**src/hw/rtl/mau_pkg.sv**
```systemverilog
// ----------------------------------------------------------------------------
// mau_pkg
// Shared types and constants for the modular arithmetic unit.
// ----------------------------------------------------------------------------
`default_nettype none
package mau_pkg;
  localparam int ModW = 31;
  localparam int OpW  = 64;
  localparam logic [ModW-1:0] ModReset = 31'd1000000007;

  typedef enum logic [2:0] {
    CMD_RED = 3'd0, CMD_ADD = 3'd1, CMD_SUB = 3'd2, CMD_MUL = 3'd3,
    CMD_DIV = 3'd4, CMD_NEG = 3'd5, CMD_INV = 3'd6, CMD_POW = 3'd7
  } cmd_t;

  typedef struct packed {
    logic [2:0]     cmd;
    logic [OpW-1:0] operand_a;
    logic [OpW-1:0] operand_b;
    logic [OpW-1:0] exponent;
  } in_item_t;
endpackage
`default_nettype wire

```
**src/hw/rtl/mau_if.sv**
```systemverilog
// ----------------------------------------------------------------------------
// mau_if
// Valid/ready channel carrying a generic payload.
// ----------------------------------------------------------------------------
`default_nettype none
interface mau_if #(parameter type payload_t = logic) ();
  logic     valid;
  logic     ready;
  payload_t payload;
  modport source (output valid, output payload, input ready);
  modport sink (input valid, input payload, output ready);
endinterface
`default_nettype wire

```
**src/hw/rtl/modular_arithmetic_unit_top.sv**
```systemverilog
// ----------------------------------------------------------------------------
// modular_arithmetic_unit_top
// Modular arithmetic unit: reduce, add, sub, mul, div, negate, inverse, power.
// ----------------------------------------------------------------------------
// Channel  Dir  Payload
// in       in   cmd, operand_a, operand_b, exponent (in_item_t)
// out      out  result [30:0]
// cfg      in   cfg_we, cfg_wdata [30:0] modulus
// Bit-serial engine: reduction and modmul take one bit per cycle; reduction
// and division share a shift/subtract unit, modmul uses a double-and-add
// step. Power is square-and-multiply over modmul; inverse uses bit-serial
// division for each Euclid step. One item at a time.
// Synchronous active-low reset; output register holds until transferred.
// ----------------------------------------------------------------------------
`default_nettype none
module modular_arithmetic_unit_top
  import mau_pkg::*;
(
  input  wire logic            clk,
  input  wire logic            rst_n,
  mau_if.sink                  in_ch,
  mau_if.source                out_ch,
  input  wire logic            cfg_we,
  input  wire logic [ModW-1:0] cfg_wdata
);
  typedef enum logic [3:0] {
    S_IDLE, S_RA, S_RB, S_OP, S_MUL, S_PW, S_IV, S_DV, S_IVE, S_OUT
  } st_t;

  st_t st_r;
  logic [ModW-1:0] mod_r, m;
  logic [2:0] cmd_r;
  logic [OpW-1:0] opb_r, exp_r;
  logic [ModW-1:0] a_r, res_r;
  // serial reducer / divider
  logic [OpW-1:0] dq_r;   // dividend shifting out, quotient shifting in
  logic [OpW:0] rem_r;
  logic [6:0] cnt_r;
  logic neg_r;
  // modmul
  logic [ModW-1:0] mx_r, my_r, macc_r;
  logic [1:0] mret_r;      // 0 = op result, 1 = pow acc, 2 = pow sq
  // power
  logic [ModW-1:0] acc_r, sq_r;
  // euclid
  logic signed [OpW-1:0] eb_r, eu_r, ev_r, qv_r;

  assign m = (mod_r == '0) ? ModW'(1) : mod_r;
  assign in_ch.ready = (st_r == S_IDLE);
  assign out_ch.valid = (st_r == S_OUT);
  assign out_ch.payload = res_r;

  logic [OpW:0] rsh;
  logic [OpW:0] msub;
  assign rsh = {rem_r[OpW-1:0], dq_r[OpW-1]};
  assign msub = {{(OpW+1-ModW){1'b0}}, m};

  logic [ModW:0] md, madd;
  logic [ModW+1:0] mdbl;
  assign mdbl = {1'b0, macc_r, 1'b0};
  assign md = (mdbl >= {2'b0, m}) ? (mdbl[ModW:0] - {1'b0, m}) : mdbl[ModW:0];
  assign madd = my_r[ModW-1] ? (md + {1'b0, mx_r}) : md;

  logic [ModW-1:0] rfin;
  assign rfin = (rem_r[ModW-1:0] == '0 || !neg_r) ? rem_r[ModW-1:0]
                : m - rem_r[ModW-1:0];

  function automatic logic [ModW-1:0] addm(logic [ModW-1:0] x, logic [ModW-1:0] y,
                                           logic [ModW-1:0] mm);
    logic [ModW:0] s;
    s = {1'b0, x} + {1'b0, y};
    if (s >= {1'b0, mm}) s = s - {1'b0, mm};
    return s[ModW-1:0];
  endfunction

  logic signed [OpW-1:0] nu;
  assign nu = eu_r - qv_r;

  always_ff @(posedge clk) begin
    if (!rst_n) begin
      st_r <= S_IDLE;
      mod_r <= ModReset;
    end else begin
      if (cfg_we) mod_r <= cfg_wdata;
      case (st_r)
        S_IDLE: if (in_ch.valid) begin
          cmd_r <= in_ch.payload.cmd;
          opb_r <= in_ch.payload.operand_b;
          exp_r <= in_ch.payload.exponent;
          neg_r <= in_ch.payload.operand_a[OpW-1];
          dq_r <= in_ch.payload.operand_a[OpW-1] ? -in_ch.payload.operand_a
                                                 : in_ch.payload.operand_a;
          rem_r <= '0;
          cnt_r <= '0;
          st_r <= S_RA;
        end
        S_RA, S_RB, S_DV: begin
          rem_r <= (rsh >= msub && st_r != S_DV) ? rsh - msub :
                   (st_r == S_DV && rsh >= {1'b0, eb_r}) ? rsh - {1'b0, eb_r} : rsh;
          dq_r <= {dq_r[OpW-2:0], (st_r == S_DV) ? (rsh >= {1'b0, eb_r}) : 1'b0};
          if (st_r == S_DV) qv_r <= (qv_r <<< 1) + ((rsh >= {1'b0, eb_r}) ? ev_r : 64'sd0);
          cnt_r <= cnt_r + 7'd1;
          if (cnt_r == 7'd63) begin
            cnt_r <= '0;
            if (st_r == S_RA) begin
              st_r <= S_RB;
              neg_r <= opb_r[OpW-1];
              dq_r <= opb_r[OpW-1] ? -opb_r : opb_r;
              rem_r <= '0;
            end else if (st_r == S_RB) st_r <= S_OP;
            else st_r <= S_IVE;
          end
          if (st_r == S_RA && cnt_r == 7'd63) a_r <= (rsh >= msub) ?
            ((neg_r && (rsh - msub) != 0) ? m - ModW'(rsh - msub) : ModW'(rsh - msub)) :
            ((neg_r && rsh != 0) ? m - ModW'(rsh) : ModW'(rsh));
        end
        S_OP: begin
          st_r <= S_OUT;
          mret_r <= 2'd0;
          cnt_r <= '0;
          macc_r <= '0;
          case (cmd_t'(cmd_r))
            CMD_RED: res_r <= a_r;
            CMD_ADD: res_r <= addm(a_r, rfin, m);
            CMD_SUB: res_r <= addm(a_r, (rfin == '0) ? '0 : m - rfin, m);
            CMD_NEG: res_r <= (a_r == '0) ? '0 : m - a_r;
            CMD_MUL: begin mx_r <= a_r; my_r <= rfin; st_r <= S_MUL; end
            CMD_INV, CMD_DIV: begin
              eb_r <= OpW'(m); eu_r <= 64'sd1; ev_r <= '0;
              qv_r <= '0;
              dq_r <= OpW'((cmd_r == CMD_INV) ? a_r : rfin);
              rem_r <= '0;
              st_r <= S_DV;
            end
            default: begin
              acc_r <= (m == ModW'(1)) ? '0 : ModW'(1);
              sq_r <= a_r;
              if (exp_r[OpW-1] || exp_r == '0) begin
                res_r <= (m == ModW'(1)) ? '0 : ModW'(1);
              end else st_r <= S_PW;
            end
          endcase
        end
        S_IVE: begin
          // dq_r = quotient, rem_r = new a
          eb_r <= $signed(rem_r[OpW-1:0]);
          eu_r <= ev_r; ev_r <= nu;
          if (rem_r[OpW-1:0] == '0) begin
            // final u is ev_r (new u); reduce signed
            neg_r <= ev_r[OpW-1];
            dq_r <= ev_r[OpW-1] ? -ev_r : ev_r;
            rem_r <= '0; cnt_r <= '0;
            st_r <= S_RB;
            cmd_r <= (cmd_r == CMD_INV) ? CMD_RED : CMD_MUL;
            opb_r <= ev_r;
            a_r <= a_r;
          end else begin
            dq_r <= eb_r; rem_r <= '0; cnt_r <= '0;
            qv_r <= '0;
            st_r <= S_DV;
          end
          if (rem_r[OpW-1:0] == '0 && cmd_r == CMD_INV) begin
            st_r <= S_RA;
            neg_r <= ev_r[OpW-1];
            dq_r <= ev_r[OpW-1] ? -ev_r : ev_r;
            opb_r <= '0;
          end
        end
        S_MUL: begin
          macc_r <= (madd >= {1'b0, m}) ? ModW'(madd - {1'b0, m}) : ModW'(madd);
          my_r <= {my_r[ModW-2:0], 1'b0};
          cnt_r <= cnt_r + 7'd1;
          if (cnt_r == 7'(ModW-1)) begin
            cnt_r <= '0;
            case (mret_r)
              2'd0: begin res_r <= (madd >= {1'b0, m}) ? ModW'(madd - {1'b0, m})
                                                       : ModW'(madd); st_r <= S_OUT; end
              2'd1: begin acc_r <= (madd >= {1'b0, m}) ? ModW'(madd - {1'b0, m})
                                                       : ModW'(madd); st_r <= S_PW; end
              default: begin
                sq_r <= (madd >= {1'b0, m}) ? ModW'(madd - {1'b0, m}) : ModW'(madd);
                exp_r <= {1'b0, exp_r[OpW-1:1]};
                st_r <= S_PW;
              end
            endcase
          end
        end
        S_PW: begin
          macc_r <= '0; cnt_r <= '0; st_r <= S_MUL;
          if (exp_r == '0) begin res_r <= acc_r; st_r <= S_OUT; end
          else if (exp_r[0] && mret_r != 2'd1) begin
            mret_r <= 2'd1; mx_r <= acc_r; my_r <= sq_r;
          end else begin
            mret_r <= 2'd2; mx_r <= sq_r; my_r <= sq_r;
          end
        end
        S_OUT: if (out_ch.ready) st_r <= S_IDLE;
        default: st_r <= S_IDLE;
      endcase
    end
  end
endmodule
`default_nettype wire

```
**src/flat_wrapper.sv**
```systemverilog
// flat-port wrapper written by rule: the top's interface ports become plain ports
module modular_arithmetic_unit_top_flat import mau_pkg::*;
  (clk, rst_n, cfg_we, cfg_wdata, in_ch_valid, in_ch_payload, in_ch_ready, out_ch_valid, out_ch_payload, out_ch_ready);
  mau_if #(.payload_t(in_item_t)) in_ch_i ();
  mau_if #(.payload_t(logic [ModW-1:0])) out_ch_i ();
  input  wire logic clk;
  input  wire logic rst_n;
  input  wire logic cfg_we;
  input  wire logic [ModW-1:0] cfg_wdata;
  input wire logic [$bits(in_ch_i.valid)-1:0] in_ch_valid;
  input wire logic [$bits(in_ch_i.payload)-1:0] in_ch_payload;
  output wire logic [$bits(in_ch_i.ready)-1:0] in_ch_ready;
  output wire logic [$bits(out_ch_i.valid)-1:0] out_ch_valid;
  output wire logic [$bits(out_ch_i.payload)-1:0] out_ch_payload;
  input wire logic [$bits(out_ch_i.ready)-1:0] out_ch_ready;
  assign in_ch_i.valid = in_ch_valid;
  assign in_ch_i.payload = in_ch_payload;
  assign in_ch_ready = in_ch_i.ready;
  assign out_ch_valid = out_ch_i.valid;
  assign out_ch_payload = out_ch_i.payload;
  assign out_ch_i.ready = out_ch_ready;
  modular_arithmetic_unit_top u_core (.clk(clk), .rst_n(rst_n), .in_ch(in_ch_i), .out_ch(out_ch_i), .cfg_we(cfg_we), .cfg_wdata(cfg_wdata));
endmodule
```
**config.mk**
```make
export PLATFORM = sky130hd
export DESIGN_NAME = modular_arithmetic_unit_top_flat
export DESIGN_NICKNAME = d
export VERILOG_FILES = /design/src/hw/rtl/mau_pkg.sv /design/src/hw/rtl/mau_if.sv /design/src/hw/rtl/modular_arithmetic_unit_top.sv /design/src/flat_wrapper.sv
export SDC_FILE = /design/constraint.sdc
export NUM_CORES = 2
export LEC_CHECK = 0
export ABC_CLOCK_PERIOD_IN_PS = 13020
export BUFFER_PORTS_ARGS = -buffer_cell sky130_fd_sc_hd__buf_2
export CELL_PAD_IN_SITES_DETAIL_PLACEMENT = 0
export CELL_PAD_IN_SITES_GLOBAL_PLACEMENT = 2
export CORE_AREA = 2 2 597 302
export CTS_CLUSTER_SIZE = 12
export DETAILED_ROUTE_END_ITERATION = 10
export DIE_AREA = 0 0 599 304
export PLACE_DENSITY_LB_ADDON = 0.1
export SYNTH_ARGS = -nofsm -noshare
export SYNTH_HDL_FRONTEND = slang
export SYNTH_SLANG_ARGS = --single-unit
```
**constraint.sdc**
```tcl
create_clock -name clk -period 13.02 [get_ports clk]
set_input_delay 1.953 -clock clk [delete_from_list [all_inputs] [get_ports clk]]
set_output_delay 1.953 -clock clk [all_outputs]
set_load 0.03 [all_outputs]
```
; ---- After elaboration in Yosys (flattened, before gate mapping)
; Cells that the tools add are included.
[word_totals]
ff_bits = 777
latch_bits = 0
ram_bits = 0
mem_bits_ro = 0
in_bits = 231
out_inout_bits = 33
word_cells = 245
n_memories = 0
[op_classes]
add_sub_neg = 20
multipliers = 0
n_div = 0
magnitude_cmp = 6
n_eq_ne = 39
shifts = 0
muxes = 102
n_bitwise = 0
n_reduce_logical = 57
[ops]
columns = operator, count
row1 = $mux W64, 27
row2 = $mux W31, 26
row3 = $pmux W64 S2, 5
row4 = $pmux W64 S4, 2
row5 = $pmux W31 S2, 4
row6 = $sub A31 B31 Y31, 8
row7 = $neg A64 Y64, 3
row8 = $pmux W64 S3, 1
row9 = $pmux W31 S3, 2
row10 = $pmux W31 S5, 1
row11 = $reduce_bool A65 Y1, 2
row12 = $ge A32 B31 Y1, 4
row13 = $logic_not A64 Y1, 2
row14 = $sub A64 B64 Y64, 2
row15 = $logic_not A31 Y1, 4
row16 = $ge A65 B31 Y1, 1
row17 = $ge A65 B64 Y1, 1
row18 = $sub A65 B31 Y65, 1
row19 = $add A31 B31 Y32, 2
row20 = $add A64 B64 Y64, 1
row21 = $mux W32, 2
row22 = $mux W4, 9
row23 = $add A32 B31 Y32, 1
row24 = $sub A32 B31 Y32, 1
row25 = 46 further kinds, 112

; ---- Longest topological paths before layout
[logic_depth]
ltp_word = 11
mapped_depth = 60
mapped_depth_nobuf = 56

; ---- Worst setup path before layout
; No wires, ideal clock.
[synth_path]
path_type = register to register
from = register u_core.mod_r[19]
to = register u_core.res_r[0], in the netlist u_core.out_ch.payload[0], data pin
setup_time_ns = 0.267
t_arrival_ns = 11.116
t_required_ns = 12.753
path_slack_ns = 1.637
stages_incl_launch_ff = 61
n_path_buf = 4
synth_period_minus_slack_ns = 11.383
path_cell_list = dfxtp_1 > clkbuf_1 > nor4_1 > nand4_1 > nor2_1 > nor2_1 > ha_1 > fa_1 > nand2b_1 > a21oi_1 > o2111ai_1 > a21boi_0 > nor3_1 > or3_1 > nand3_1 > nand2_1 > o2111ai_1 > a21oi_1 > (+25 left out) > a221o_1 > a21o_1 > a21o_1 > a21o_1 > a21o_1 > a21oi_1 > o21a_1 > a31oi_1 > nand2b_1 > a21boi_0 > o211ai_1 > nand3_1 > clkbuf_1 > nor2_1 > a211oi_1 > o32a_1 > a21oi_1 > o21ai_0
[synth_between]
elab_chain_cells = 11
word_cells_on_any_way = 32
classes_between = add/sub (10) / order compare (4) / eq/ne (1) / mux (15) / reduce/logical (2)
[synth_lines]
columns = element, line
row1 = from (decl), modular_arithmetic_unit_top.sv:31  ; logic [ModW-1:0] mod_r, m;
row2 = from (signal assigned), modular_arithmetic_unit_top.sv:82  ; mod_r <= ModReset;
row3 = from (signal assigned), modular_arithmetic_unit_top.sv:84  ; if (cfg_we) mod_r <= cfg_wdata;
row4 = $logic_not A31 Y1, modular_arithmetic_unit_top.sv:48  ; assign m = (mod_r == '0) ? ModW'(1) : mod_r;
row5 = $mux W31 *, modular_arithmetic_unit_top.sv:48
row6 = "$sub A31 B31 Y31, or another cell as far along", modular_arithmetic_unit_top.sv:66  ; : m - rem_r[ModW-1:0];
row7 = $mux W31 or $mux W32 (tied branches), "modular_arithmetic_unit_top.sv:65, modular_arithmetic_unit_top.sv:61"
row8 = "$sub A31 B31 Y31, or another cell as far along", modular_arithmetic_unit_top.sv:125  ; CMD_SUB: res_r <= addm(a_r, (rfin == '0) ? '0 : m - rfin, m);
row9 = $mux W31 or $mux W32 (tied branches), "modular_arithmetic_unit_top.sv:125, modular_arithmetic_unit_top.sv:62"
row10 = "$add A31 B31 Y32, or another cell as far along", modular_arithmetic_unit_top.sv:71  ; s = {1'b0, x} + {1'b0, y};
row11 = "$sub A31 B31 Y31, or another cell as far along", modular_arithmetic_unit_top.sv:72  ; if (s >= {1'b0, mm}) s = s - {1'b0, mm};
row12 = $mux W31 (on tied branches), "modular_arithmetic_unit_top.sv:72, modular_arithmetic_unit_top.sv:175"
row13 = $pmux W31 S5 or $mux W31 (tied branches), "modular_arithmetic_unit_top.sv:122, modular_arithmetic_unit_top.sv:173"
row14 = $pmux W31 S3 *, modular_arithmetic_unit_top.sv:85  ; case (st_r)
row15 = to (signal assigned), modular_arithmetic_unit_top.sv:123  ; CMD_RED: res_r <= a_r;
row16 = to (signal assigned), modular_arithmetic_unit_top.sv:124  ; CMD_ADD: res_r <= addm(a_r, rfin, m);
row17 = to (signal assigned), modular_arithmetic_unit_top.sv:125
row18 = to (decl), modular_arithmetic_unit_top.sv:34  ; logic [ModW-1:0] a_r, res_r;
; Mark *: on every way between the ends. The rest lies on a longest branch, timed or not. The select of a mux whose other input is x is not followed.
; A chain may end at the register's enable or synchronous reset.

; ---- Worst setup path in the final report
[layout_path]
from = register u_core.mod_r[24]
to = register u_core.res_r[12], in the netlist u_core.out_ch.payload[12], data pin
; The elaborated chain is that of the path after synthesis.

==> metrics.md <==
| Metric | Value |
|---|---|
| Result of the run | finished, final reports clean |
| Number of pins with negative max-slew slack in the final report | 0 |
| Minimum setup slack among reg-to-reg paths | 0.39 ns |
| Static leakage | 32.84 nW |
| Post-route ant nets | 0 |
| Sink of the worst hold path | u_core.exp_r[32] |
| Vias in the first global route | 60101 |
| Count of final setup violators | 0 |
| Hold Crit Depth | 2 |
| Level count of the clock H-tree | 3 |
| Maximum number of pins on one net before global-route repair | 155 |
| Post-synthesis cell type count | 98 |
| Global-route track usage on met2 | 0.3822 |
| Layout overhead on the synthesized area | 12.70% |
| Violation count after the first detailed-routing iteration | 8962 |
| Count of cells along the worst register-to-register path | 62 |
| Critical path's most frequent cell | buf_4 |
| Area share of the leading cell type in the synthesized netlist | 0.3161 |
| Setup clock skew after layout | 0.03475 ns |
| Transition at the pin with the smallest max-transition slack | 1.447 ns |
| Mapped cell area | 0.07050 mm2 |
| Worst-Skew Late Latency | 0.74 ns |
| Num CTS Buffers | 86 |
| Antenna violations before repair | 25 |
| Max-Slew Margin vs Limit | 0.02918 |
| Syn Area/Cell | 8.570 um2 |
| R2r startpoint | u_core.mod_r[24] |
| Total routed wirelength | 314300 um |
| I/O Buffers | 263 |
| DRC errors left | 0 |
| Total vias in the final route | 67099 |
| Total Neg Setup Slack | 0 ns |
| Count of placed standard cells including taps | 10842 |
| GR Util met3 | 0.1077 |
| Clock slew at the register clock pins of the worst setup and hold paths | 0.06 ns |
| Area enclosed by the die boundary | 0.1821 mm2 |
| Count of hold buffers inserted by post-cts repair | 0 |
| Buffers from clock root to sink, at most | 3 |
| Placeable core area | 0.1778 mm2 |
| Total routing usage reported by global routing | 0.3350 |
| Slowest Stage Delay on Critical Path | 0.58 ns |
| Number of nets in the finished design | 9361 |
| Biggest area contributors in the synthesized netlist | edfxtp_1 32%, ha_1 10%, a21oi_1 4.7% |
| Total power | 0.02694 W |
| Cell at the root of the clock tree | clkbuf_16 |
| Endpoint of the most critical register-to-register path | u_core.out_ch.payload[12] |
| Width of the die | 599 um |
| Worst min path class | flip-flop to flip-flop |
| Non-Filler Instances | 11023 |
| Fmax | 0.07918 GHz |
| Cell taking the most area after synthesis | edfxtp_1 |
| Yosys warns | 0 |
| Layout cells sized above 1 | 0.1075 |
| Vert. Die Dim | 304 um |
| Iteration count of the initial detailed-routing pass | 6 |
| Number of cell rows | 110 |
| Vias per std cell | 6.087 |
| Share of async-settable or async-resettable flops after synthesis | 0 |
| Final clock period utilization by the worst path | 0.9700 |
| Final global-route overflow total | 0 |
| Number of sinks handled by clock tree synthesis | 777 |
| Utilization after layout | 0.4468 |
| Critical path required time | 13.45 ns |
| Gate Count Post-Synth | 8226 |
| Number of flops mapped to enable cells by yosys | 742 |
| Power Density | 339.1 mW/mm2 |
| Met1 demand-to-capacity share in global routing | 0.5780 |
| Initial core utilization | 0.3965 |
| Global-route wire length before repair | 446100 um |
| Seq cells post-synth | 777 |
| Sequential share of the synthesized area | 0.3260 |
| IR Drop Worst-Case VDD | 0.0003226 V |
| Post-detailed-placement half-perimeter wirelength | 253300 um |
| Top flip-flop cell by instance count after synthesis | edfxtp_1 |
| Startpoint kind of the worst setup timing path | flip-flop |
| Routed wire length per instance | 28.51 um |
| Worst Setup Path Type | flip-flop to flip-flop |
| Most utilized layer in the global route result | met1 |
| Weighted congestion at the end of routability-driven global placement | 0.9827 |
| Worst Path Max Fanout | 7 |
| Slowest cell on the critical path | a2111o_1 |
| Hold Vio Cnt, Final | 0 |
| Number of max-cap violations | 0 |
| Startpoint of the most critical hold path | u_core.exp_r[33] |
| Io pins | 264 |
| Critical path arrival | 13.06 ns |
| TritonCTS clock tree | yes |
| Min Clock Period, post-route | 12.63 ns |
| Syn_nets | 9051 |
| Critical path endpoint category | flip-flop |
layout by cell type, fill, tap and decap left out, types with 63 or more instances in the layout:
| cell | netlist | final |
|---|---|---|
| a211oi_1 | 107 | 101 |
| a21o_1 | 257 | 257 |
| a21oi_1 | 669 | 665 |
| a221oi_1 | 74 | 74 |
| a22o_1 | 67 | 67 |
| a22oi_1 | 71 | 71 |
| and2_1 | 189 | 187 |
| and3_1 | 66 | 65 |
| buf_2 | 9 | 263 |
| buf_4 | 1 | 341 |
| clkbuf_16 | 0 | 90 |
| edfxtp_1 | 742 | 742 |
| ha_1 | 578 | 578 |
| inv_1 | 480 | 480 |
| mux2i_1 | 131 | 127 |
| nand2_1 | 748 | 743 |
| nand2b_1 | 95 | 94 |
| nand3_1 | 143 | 140 |
| nand4_1 | 63 | 63 |
| nor2_1 | 757 | 743 |
| nor2b_1 | 78 | 78 |
| nor3_1 | 145 | 137 |
| nor4_1 | 83 | 72 |
| o211ai_1 | 84 | 84 |
| o21ai_0 | 564 | 557 |
| o21bai_1 | 78 | 77 |
| o31ai_1 | 79 | 78 |
| or3_1 | 71 | 70 |
| xnor2_1 | 374 | 374 |
| xor2_1 | 303 | 303 |
synthesized netlist by cell type, types with 107 or more instances:
cell,number
nor2_1,757
nand2_1,748
edfxtp_1,742
a21oi_1,669
ha_1,578
o21ai_0,564
inv_1,480
xnor2_1,374
clkbuf_1,359
xor2_1,303
a21o_1,257
and2_1,189
nor3_1,145
nand3_1,143
mux2i_1,131
a211oi_1,107
state kept, by name, indices dropped and copies added, names as in the netlist:
name                   cells
u_core.sq_r               31
u_core.qv_r               64
u_core.cnt_r               7
u_core.opb_r              64
u_core.st_r                4
u_core.a_r                31
u_core.mod_r              31
u_core.cmd_r               3
u_core.neg_r               1
u_core.my_r               31
u_core.eb_r               64
u_core.rem_r              64
u_core.exp_r              64
u_core.eu_r               64
u_core.ev_r               64
u_core.mret_r              2
u_core.mx_r               31
u_core.out_ch.payload     31
u_core.dq_r               64
u_core.acc_r              31
u_core.macc_r             31
power breakdown:
group | switching, W | internal (W) | total [W]
Combinational | 0.0122 | 0.00801 | 0.0202
Clock | 0.00121 | 0.00146 | 0.00267
Sequential | 0.000443 | 0.00363 | 0.00408
Total | 0.0138 | 0.0131 | 0.0269
routing by layer:
layer  vias up  routed length, um
met5         -                 50
met4         8               3646
met3       214              38910
met2      3134             104400
met1     32801             167300
li1      30942                  -
critical path: cells and delay by family (launching register included):
kind | cells | cell delay [ns]
AO/OA/AOI/OAI | 33 | 6.85
XOR/XNOR | 1 | 0.16
adder cells (fa/ha/maj) | 4 | 1.11
buffers and inverters | 8 | 1.42
flip-flops | 1 | 0.36
multiplexers | 1 | 0.15
AND/OR/NAND/NOR | 15 | 2.22
metrics by stage:
stage | hold WS (ns) | setup WS [ns] | area (um2)
after floorplan | 0.4707 | 1.637 | 70500
after global placement | 0.5194 | 0.2277 | 76240
after detailed placement | 0.5257 | 0.1180 | 76250
after CTS | 0.5405 | 0.01573 | 79080
after global routing | 0.5587 | -0.04612 | 79430
final | 0.5380 | 0.3910 | 79450
repair_timing:
action                     4_1_cts  5_1_grt
gates resized for setup          0       45
hold endpoints to repair         0        0
buffers inserted                 0       13
setup endpoints to repair        0      129
logic make-up after synthesis:
logic type,synth area share
flip-flops,0.3260
buffers and inverters,0.04701
XOR/XNOR,0.08411
multiplexers,0.02243
adder cells (fa/ha/maj),0.1084
AO/OA/AOI/OAI,0.2352
AND/OR/NAND/NOR,0.1768
final cells by class:
class / instances / area [um2]
timing repair buffer: 615 / 4093
antenna: 13 / 32.53
fill: 17560 / 98370
inverter: 484 / 1817
clock inverter: 48 / 529.3
tap: 2408 / 3013
sequential: 777 / 22980
multi-input combinational: 6572 / 44690
clock buffer: 106 / 2301
how the worst max path moves through the flow:
stage / start / to / slack (ns)
after floorplan: u_core.mod_r[19] / u_core.out_ch.payload[0] / 1.64
after global placement: u_core.mod_r[10] / u_core.out_ch.payload[0] / 0.23
after detailed placement: u_core.mod_r[10] / u_core.out_ch.payload[14] / 0.12
after CTS: u_core.mod_r[10] / u_core.out_ch.payload[4] / 0.02
after global routing: u_core.mod_r[19] / u_core.out_ch.payload[22] / -0.05
final: u_core.mod_r[24] / u_core.out_ch.payload[12] / 0.39
Note: power is estimated with default switching activity, not from simulation.
